$ cat src/sv/bayer_rggb_bilinear_demosaic_defines.svh
// Assertion macros shared by the demosaic RTL.
// Expects aclk and aresetn in the scope of use; no other dependencies.
`ifndef BAYER_RGGB_BILINEAR_DEMOSAIC_DEFINES_SVH
`define BAYER_RGGB_BILINEAR_DEMOSAIC_DEFINES_SVH

// same-cycle implication, reset masked
`define BDM_ASSERT_NOW(lbl, ante, cons, msg) \
    lbl: assert property (@(posedge aclk) disable iff (!aresetn) (ante) |-> (cons)) \
        else $error(msg);

// next-cycle implication, reset masked
`define BDM_ASSERT_NEXT(lbl, ante, cons, msg) \
    lbl: assert property (@(posedge aclk) disable iff (!aresetn) (ante) |=> (cons)) \
        else $error(msg);

`endif

$ cat src/sv/bdm_pkg.sv
// Shared types and constants of the bilinear RGGB demosaic.
// No dependencies; used by every module of the block.
package bdm_pkg;

    localparam int PIX_W         = 8;
    localparam int VSUM_W        = PIX_W + 1;
    localparam int COORD_W       = 12;
    localparam int CFG_W         = 13;
    localparam int CFG_IDX_W     = 4;
    localparam int MAX_WIDTH_DEF = 4096;
    localparam int MAX_HEIGHT    = 4096;
    localparam int RESET_WIDTH   = 640;
    localparam int RESET_HEIGHT  = 480;
    localparam int OQ_DEPTH      = 8;

    localparam logic [CFG_IDX_W-1:0] REG_FRAME_WIDTH  = CFG_IDX_W'(0);
    localparam logic [CFG_IDX_W-1:0] REG_FRAME_HEIGHT = CFG_IDX_W'(1);

    // one window column: previous-previous row, previous row, current row
    typedef struct packed {
        logic [PIX_W-1:0] top;
        logic [PIX_W-1:0] mid;
        logic [PIX_W-1:0] bot;
    } col_t;

    typedef struct packed {
        logic [PIX_W-1:0] red;
        logic [PIX_W-1:0] green;
        logic [PIX_W-1:0] blue;
    } rgb_t;

endpackage

$ cat src/sv/bdm_cell.sv
// One column cell of the 3x3 window: holds a column, shifts or loads, and
// gives the vertical pair sum. Depends on bdm_pkg.
module bdm_cell (
    input  logic                       aclk,
    input  logic                       i_en,
    input  logic                       i_load,
    input  bdm_pkg::col_t              i_load_col,
    input  bdm_pkg::col_t              i_shift_col,
    output bdm_pkg::col_t              o_col,
    output logic [bdm_pkg::VSUM_W-1:0] o_vsum
);

    bdm_pkg::col_t col_reg;
    bdm_pkg::col_t col_next;

    always_comb begin
        col_next = col_reg;
        if (i_en) begin
            col_next = i_load ? i_load_col : i_shift_col;
        end
    end

    always_ff @(posedge aclk) begin
        col_reg <= col_next;
    end

    assign o_col  = col_reg;
    assign o_vsum = {1'b0, col_reg.top} + {1'b0, col_reg.bot};

endmodule

$ cat config.mk
export PLATFORM = sky130hd
export DESIGN_NAME = bdm_cell
export DESIGN_NICKNAME = d
export VERILOG_FILES = /design/src/sv/bayer_rggb_bilinear_demosaic_defines.svh /design/src/sv/bdm_pkg.sv /design/src/sv/bdm_cell.sv
export SDC_FILE = /design/constraint.sdc
export NUM_CORES = 1
export LEC_CHECK = 0
export BUFFER_PORTS_ARGS = -buffer_cell sky130_fd_sc_hd__buf_4
export CAP_MARGIN = 40
export CORE_MARGIN = 2
export CORE_UTILIZATION = 45
export DETAILED_ROUTE_END_ITERATION = 7
export GPL_TIMING_DRIVEN = 0
export PLACE_DENSITY = 0.84
export REMOVE_ABC_BUFFERS = 1
export SLEW_MARGIN = 20
export SYNTH_ARGS = -nofsm -noshare
export SYNTH_HDL_FRONTEND = slang
export SYNTH_SLANG_ARGS = --single-unit
$ cat constraint.sdc
create_clock -name aclk -period 3.7 [get_ports aclk]
set_input_delay 0.185 -clock aclk [delete_from_list [all_inputs] [get_ports aclk]]
set_output_delay 0.185 -clock aclk [all_outputs]
set_load 0.02 [all_outputs]
==> flow_summary.ini <==
[worst_setup_path]
path_cells = ha_1, fa_1, a21oi_1, nor2_1, nor2_1, xnor2_1, buf_4
cp_top_family = adder cells
required_ps = 3510
critPathMaxStageDelay_ps = 420
crit_top_cell = nor2_1
endpoint_kind = primary output
worstSetupPathType = reg -> out
cp-start-kind = flip-flop
cp_max_fo = 2
crit_path_top_delay_cell = edfxtp_1
path_buf_inv = 1
cp_data_arrival_time_ps = 2180

[power]
clockPowerShare = 0.144
swShare = 0.321
p_seq_frac = 0.440
leakage_nw = 0.900
switching_power_w = 0.000250
powerDensity_nw_per_um2 = 388
pwr-share-comb = 0.416
p_int_w = 0.000527
vdd_drop_max_mv = 0.372

[synth]
avgSynthCellArea_um2 = 14.3
synth_area_um2 = 1330
async_flop_share = 0
synth.area.top_cells = edfxtp_1, mux2_2, ha_1, a21oi_1, a311o_1
netlist_instances = 93
yosysWarnings = 0
synth_fa_ha_area_frac = 0.0903
synth_top_family_by_area = multiplexers
synth_compound_area_frac = 0.0677
ys_types = 23
yosys-top-cells-count = edfxtp_1, mux2_2, ha_1
ys_ff_latch = 24
seq_area_frac_synth = 0.542
yosys-mux-area-fraction = 0.211
synth_edf_count = 24
synth_area_leader_cell = edfxtp_1
synth_xor_area_frac = 0.0263
synth_simple_gate_area_frac = 0.0433
ys.flop_type = edfxtp_1
synth_top_area_share = 0.542

[cells_and_area]
layout.nets = 238
area_growth_pct = 50.6
n_fill_cell = 182
drive_gt1_frac = 0.627
diodes = 0
final_util = 0.720
largest_reg_flops = 24

[die]
core_um2 = 2780
initial_core_util = 0.478
die_w_um = 58.4
die-area_um2 = 3410
row_count = 19
io_pins = 84
die_h_um = 58.4

[detailed_routing]
antenna_left = 0
dr.pass1.iters = 5
routed_wl_mm = 3.05
vias = 1068
avgViaCountPerCell = 5.13
post_drt_wl_per_cell_um = 14.7
drtIter0Drc = 27
drc = 0

[grt]
grt-ovfl-total = 0
grt_pass1_wl_mm = 4.85
grt_pass1_vias = 1099
antenna_found_initial = 0
grt_max_degree = 25
grt.total_usage = 0.189

[clock_network]
cts-buffers-inserted = 3
cts_max_path_buffers = 2
post_cts_resized = 0
clk_pin_slew_ps = 130
cts_tree = done
clkSinkCount = 24
root_buffer = clkbuf_4
cts_hold_buffers = 0
htree_levels = 1
postCtsSetupBuffers = 0

[sta]
slew_violations = 0
final_hold_viol_count = 0
finalSetupTns_ps = 0
rsz0062_at_grt = no
fmax_mhz = 423
post-route-period-util = 0.639
worst-slew-pin-transition_ps = 358
setup_viol = 0
slew_headroom = 0.755
period_needed_ps = 2370

[placement]
hpwl_mm = 2.46
io_buffers = 83
gp_congestion = 0.800

[run]
max_cap_violations = 0

[run_status]
status = finished, final reports clean

[min_path]
holdPathEnd = o_col[3]$_DFFE_PP_
whs_path_depth = 2
hp-start = i_shift_col[3]
hold_class = in -> reg
worst max path at each step:
stage                      to  slack [ps]                from  cells after the start
floorplan           o_vsum[4]        1760  o_col[0]$_DFFE_PP_                      5
global placement    o_vsum[6]        1750  o_col[0]$_DFFE_PP_                      7
detailed placement  o_vsum[6]        1690  o_col[0]$_DFFE_PP_                      7
CTS                 o_vsum[6]        1320  o_col[0]$_DFFE_PP_                      7
global route        o_vsum[6]        1210  o_col[0]$_DFFE_PP_                      7
finish              o_vsum[6]        1330  o_col[0]$_DFFE_PP_                      7
cell type report:
type	count	area, um2	share of cell area
clock inverter	1	3.75	0.00187
multi-input combinational	63	583	0.291
timing repair buffer	83	623	0.311
tap	31	38.8	0.0194
sequential	24	721	0.360
inverter	3	11.3	0.00562
clock buffer	3	22.5	0.0112
kinds of logic after synthesis:
logic type / Yosys count
DFF: 24
adders and majority gates: 9
muxes: 25
and+or+nand+nor: 12
xor gates and xnor gates: 4
buffers and inverters: 6
AOI/OAI and AO/OA: 13
stage by stage:
stage               std cells  hold WS [ps]  area, um2  setup slack, ps  total power (W)
global route              208           156       2000             1210         0.000820
CTS                       208           169       2000             1320         0.000782
detailed placement        204           491       1980             1690         0.000672
floorplan                  90           297       1320             1760         0.000522
finish                    208           171       2000             1330         0.000777
global placement          204           488       1980             1750         0.000662
metal layers:
layer | GRT usage | up-vias | wire length (um)
li1 | - | 526 | -
met1 | 0.211 | 500 | 1060
met2 | 0.355 | 40 | 1770
met3 | 0.0396 | 2 | 212
met4 | 0.0598 | 0 | 13
met5 | 0 | - | 0
power groups by stage:
stage | clock network [W] | registers, W | logic, W
2_1_floorplan | 0 | 0.000379 | 0.000143
3_3_place_gp | 0 | 0.000347 | 0.000315
3_5_place_dp | 0 | 0.000348 | 0.000324
4_1_cts | 0.000115 | 0.000342 | 0.000325
5_1_grt | 0.000126 | 0.000345 | 0.000349
6_report | 0.000112 | 0.000342 | 0.000323
placed cells by master (no fill, tap or decap), types with 2 or more instances in the layout:
cell,instances
nand3_1,2
nor2_1,2
a21o_1,2
buf_4,83
edfxtp_1,24
nand2_1,3
xnor2_1,2
ha_1,8
nor2b_1,2
clkbuf_4,3
nor3_1,2
a311o_1,2
xor2_1,2
inv_1,2
a21oi_1,5
mux2_2,24
Note: power is estimated with default switching activity, not from simulation.
