--- src/sv/bayer_rggb_bilinear_demosaic_defines.svh ---
// Assertion macros shared by the demosaic RTL.
// Expects aclk and aresetn in the scope of use; no other dependencies.
`ifndef BAYER_RGGB_BILINEAR_DEMOSAIC_DEFINES_SVH
`define BAYER_RGGB_BILINEAR_DEMOSAIC_DEFINES_SVH

// same-cycle implication, reset masked
`define BDM_ASSERT_NOW(lbl, ante, cons, msg) \
    lbl: assert property (@(posedge aclk) disable iff (!aresetn) (ante) |-> (cons)) \
        else $error(msg);

// next-cycle implication, reset masked
`define BDM_ASSERT_NEXT(lbl, ante, cons, msg) \
    lbl: assert property (@(posedge aclk) disable iff (!aresetn) (ante) |=> (cons)) \
        else $error(msg);

`endif

--- src/sv/bdm_pkg.sv ---
// Shared types and constants of the bilinear RGGB demosaic.
// No dependencies; used by every module of the block.
package bdm_pkg;

    localparam int PIX_W         = 8;
    localparam int VSUM_W        = PIX_W + 1;
    localparam int COORD_W       = 12;
    localparam int CFG_W         = 13;
    localparam int CFG_IDX_W     = 4;
    localparam int MAX_WIDTH_DEF = 4096;
    localparam int MAX_HEIGHT    = 4096;
    localparam int RESET_WIDTH   = 640;
    localparam int RESET_HEIGHT  = 480;
    localparam int OQ_DEPTH      = 8;

    localparam logic [CFG_IDX_W-1:0] REG_FRAME_WIDTH  = CFG_IDX_W'(0);
    localparam logic [CFG_IDX_W-1:0] REG_FRAME_HEIGHT = CFG_IDX_W'(1);

    // one window column: previous-previous row, previous row, current row
    typedef struct packed {
        logic [PIX_W-1:0] top;
        logic [PIX_W-1:0] mid;
        logic [PIX_W-1:0] bot;
    } col_t;

    typedef struct packed {
        logic [PIX_W-1:0] red;
        logic [PIX_W-1:0] green;
        logic [PIX_W-1:0] blue;
    } rgb_t;

endpackage

--- src/sv/bdm_interp.sv ---
// Bilinear RGGB interpolation of one pixel from three window columns.
// Combinational; depends on bdm_pkg.
module bdm_interp (
    input  bdm_pkg::col_t              i_left,
    input  bdm_pkg::col_t              i_center,
    input  bdm_pkg::col_t              i_right,
    input  logic [bdm_pkg::VSUM_W-1:0] i_left_vsum,
    input  logic [bdm_pkg::VSUM_W-1:0] i_center_vsum,
    input  logic [bdm_pkg::VSUM_W-1:0] i_right_vsum,
    input  logic                       i_x_odd,
    input  logic                       i_y_odd,
    output bdm_pkg::rgb_t              o_rgb
);

    logic [bdm_pkg::VSUM_W:0]       orth;
    logic [bdm_pkg::VSUM_W:0]       diag;
    logic [bdm_pkg::VSUM_W-1:0]     hpair;
    logic [bdm_pkg::PIX_W-1:0]      q_orth;
    logic [bdm_pkg::PIX_W-1:0]      q_diag;
    logic [bdm_pkg::PIX_W-1:0]      m_hor;
    logic [bdm_pkg::PIX_W-1:0]      m_ver;

    always_comb begin
        orth   = {1'b0, i_center_vsum} + {2'b00, i_left.mid} + {2'b00, i_right.mid};
        diag   = {1'b0, i_left_vsum} + {1'b0, i_right_vsum};
        hpair  = {1'b0, i_left.mid} + {1'b0, i_right.mid};
        q_orth = bdm_pkg::PIX_W'((orth + 2'd2) >> 2);
        q_diag = bdm_pkg::PIX_W'((diag + 2'd2) >> 2);
        m_hor  = bdm_pkg::PIX_W'((hpair + 1'b1) >> 1);
        m_ver  = bdm_pkg::PIX_W'((i_center_vsum + 1'b1) >> 1);

        unique case ({i_y_odd, i_x_odd})
            2'b00: begin
                o_rgb = '{red: i_center.mid, green: q_orth, blue: q_diag};
            end
            2'b11: begin
                o_rgb = '{red: q_diag, green: q_orth, blue: i_center.mid};
            end
            2'b01: begin
                o_rgb = '{red: m_hor, green: i_center.mid, blue: m_ver};
            end
            default: begin
                o_rgb = '{red: m_ver, green: i_center.mid, blue: m_hor};
            end
        endcase
    end

endmodule

--- config.mk ---
export PLATFORM = sky130hd
export DESIGN_NAME = bdm_interp
export DESIGN_NICKNAME = d
export VERILOG_FILES = /design/src/sv/bayer_rggb_bilinear_demosaic_defines.svh /design/src/sv/bdm_pkg.sv /design/src/sv/bdm_interp.sv
export SDC_FILE = /design/constraint.sdc
export NUM_CORES = 1
export LEC_CHECK = 0
export BUFFER_PORTS_ARGS = -buffer_cell sky130_fd_sc_hd__buf_2
export CORE_UTILIZATION = 40
export DETAILED_ROUTE_END_ITERATION = 8
export PLACE_DENSITY_LB_ADDON = 0.08
export SYNTH_ARGS = -nofsm -noshare
export SYNTH_HDL_FRONTEND = slang
export SYNTH_SLANG_ARGS = --single-unit
--- constraint.sdc ---
create_clock -name vclk -period 2.14
set_input_delay 0.214 -clock vclk [all_inputs]
set_output_delay 0.214 -clock vclk [all_outputs]
set_load 0.01 [all_outputs]
==> flow_summary.ini <==
[worst_setup_path]
crit_path_max_fanout = 3
crit_arrival_ps = 2210
startpoint_type = input port
path_class = in2out
startpoint = i_right_vsum[1]
crit_required_ps = 1930
cp-endpoint = o_rgb[7]
worstSetupEndpointType = output port

[hold_path]
worstHoldStart = i_center[13]
hold_path_depth = 4
hold_path.class = in2out

[timing]
worst_slack_ps = -281
period_minus_slack_ps = 2420
slew_headroom_pct = 71.6
rsz0062_at_grt = true
fin_crit_sh_pct = 113
setup_viol = 19
tightest_slew_ps = 426
fin_setup_tns_ps = -3040
slew_viol_final = 0
max_freq_mhz = 413
hold_viol = 0

[route]
wl_met1_mm = 2.53
dr_wl_met3_um = 252
dr_total_vias = 2184
ant_nets = 0
wl_per_cell_um = 14.0
drt_pass1_iterations = 4
via_per_inst = 5.43
dr.max_layer_used = met4
wirelength_mm = 5.63
drtIter0Drc = 39
drc = 0
wl_met2_mm = 2.82

[grt]
grtUsageTotal_pct = 20.6
overflow = 0
antenna_found_initial = 0
grt_pass1_vias = 2025
grt_pass1_wl_mm = 8.47
grt_max_degree = 24

[floorplan]
fp.dieH_um = 70.3
rows = 24
core_area_sq_um = 4410
ios = 125
initial_core_util_pct = 42.3
die_w_um = 70.3
dieArea_sq_um = 4940

[status]
violations = setup timing
status = complete, but fails checks

[yosys]
yosysUniqueCellTypes = 47
yosysMostFrequentCell = ha_1
syn_area_per_cell_sq_um = 8.22
syn-num-nets = 370
synth_cells = 227
synth_area_leaders = ha_1, mux4_2, fa_1, xnor2_1, a21oi_1
synth_top_area_share_pct = 22.8
yosysTopAreaCell = ha_1
ys_seq_area_share_pct = 0
synth.top_cells.by_count = ha_1, a21oi_1, nand2_1, nor2_1, inv_1
netlist_area_sq_um = 1870
yosys_warnings = 0

[placed_design]
gp_congestion = 0.846
io_buffer_count = 77
numPlacedInstances = 397
dpl.hpwl_mm = 4.40
place_ws_ps = -343

[finish]
drive_above_1_share_pct = 56.3
regArea_sq_um = 0
seq_cell_count = 0
nNetsFinal = 495
clock_buffers = 0
syn2layout_area_growth_pct = 74.0
instances_no_fill = 402
diodes = 0
utilization_pct = 73.6

[flow_run]
drv_cap = 0

[power]
p_per_area_nw_per_um2 = 395
power_uw = 1280
power.leakage_uw = 0.00147
vdd.ir_drop.worst_v = 0.000176

[clocking]
hold_buffers = 0
[worst min path at each step]
| stage | endpoint | slack [ps] |
|---|---|---|
| after floorplan | o_rgb[12] | 540 |
| after global placement | o_rgb[10] | 750 |
| after detailed placement | o_rgb[10] | 760 |
| after CTS | o_rgb[11] | 760 |
| after global routing | o_rgb[10] | 790 |
| final | o_rgb[13] | 780 |
[what timing repair did]
action                     CTS  global route
setup buffers                3             4
cloned                       0             0
pin swaps                   18            28
resized for setup           27            45
setup endpoints to repair   22            23
[cell usage in the layout (no fill, tap or decap), drive strengths merged, types with 2 or more instances in the layout]
cell,n
nand2b,3
buf,129
o221ai,2
mux4,8
o31ai,2
ha,34
o21a,7
a21o,2
nor4,3
o21bai,2
inv,15
a22oi,2
nand3,9
o41ai,2
mux2i,5
nand2,17
o21ai,13
fa,8
xor2,7
a21oi,17
a2111o,2
o31a,4
xnor2,13
nor2,17
nor3,5
nor2b,5
a211oi,3
[per-layer routing]
metal  global-route usage (%)  up-vias
met1                     28.9     1016
met4                     1.56        0
li1                         -     1108
met3                     1.01        2
met2                     36.1       58
met5                        0        -
[cells by family (layout without fill, tap and decap cells)]
group,after synthesis,after routing,share of synthesized area (%)
buffers and inverters,21,144,4.36
multiplexers,13,13,12.3
adder cells (fa/ha/maj),42,42,31.4
AO/OA/AOI/OAI,66,66,25.5
AND/OR/NAND/NOR,65,65,17.1
XOR/XNOR,20,20,9.38
[per-stage QoR]
| step | hold slack [ps] | cell area [sq um] |
|---|---|---|
| after CTS | 760 | 2970 |
| after detailed placement | 759 | 2810 |
| after floorplan | 538 | 2030 |
| after global routing | 791 | 3250 |
| final | 775 | 3250 |
| after global placement | 748 | 2810 |
[report_power, final]
group / internal [uW] / switching, uW
combinational: 696 / 587
sequential: 0 / 0
clock: 0 / 0
total: 696 / 587
[critical path: stages]
cell      delay (ps)
buf_8             80
inv_8             30
ha_4             240
nand3b_1         120
fa_2             240
nor2b_4           50
o31a_1           250
or2_4            250
o41ai_4          220
xor2_1           140
a211oi_2         220
buf_2            150
[layout make-up]
cell class | instances | area [sq um]
Multi-Input combinational cell | 206 | 2190
Tap cell | 52 | 65.1
Timing Repair Buffer | 129 | 918
Fill cell | 341 | 1170
Inverter | 15 | 71.3
Power figures use the tool's default switching activity.
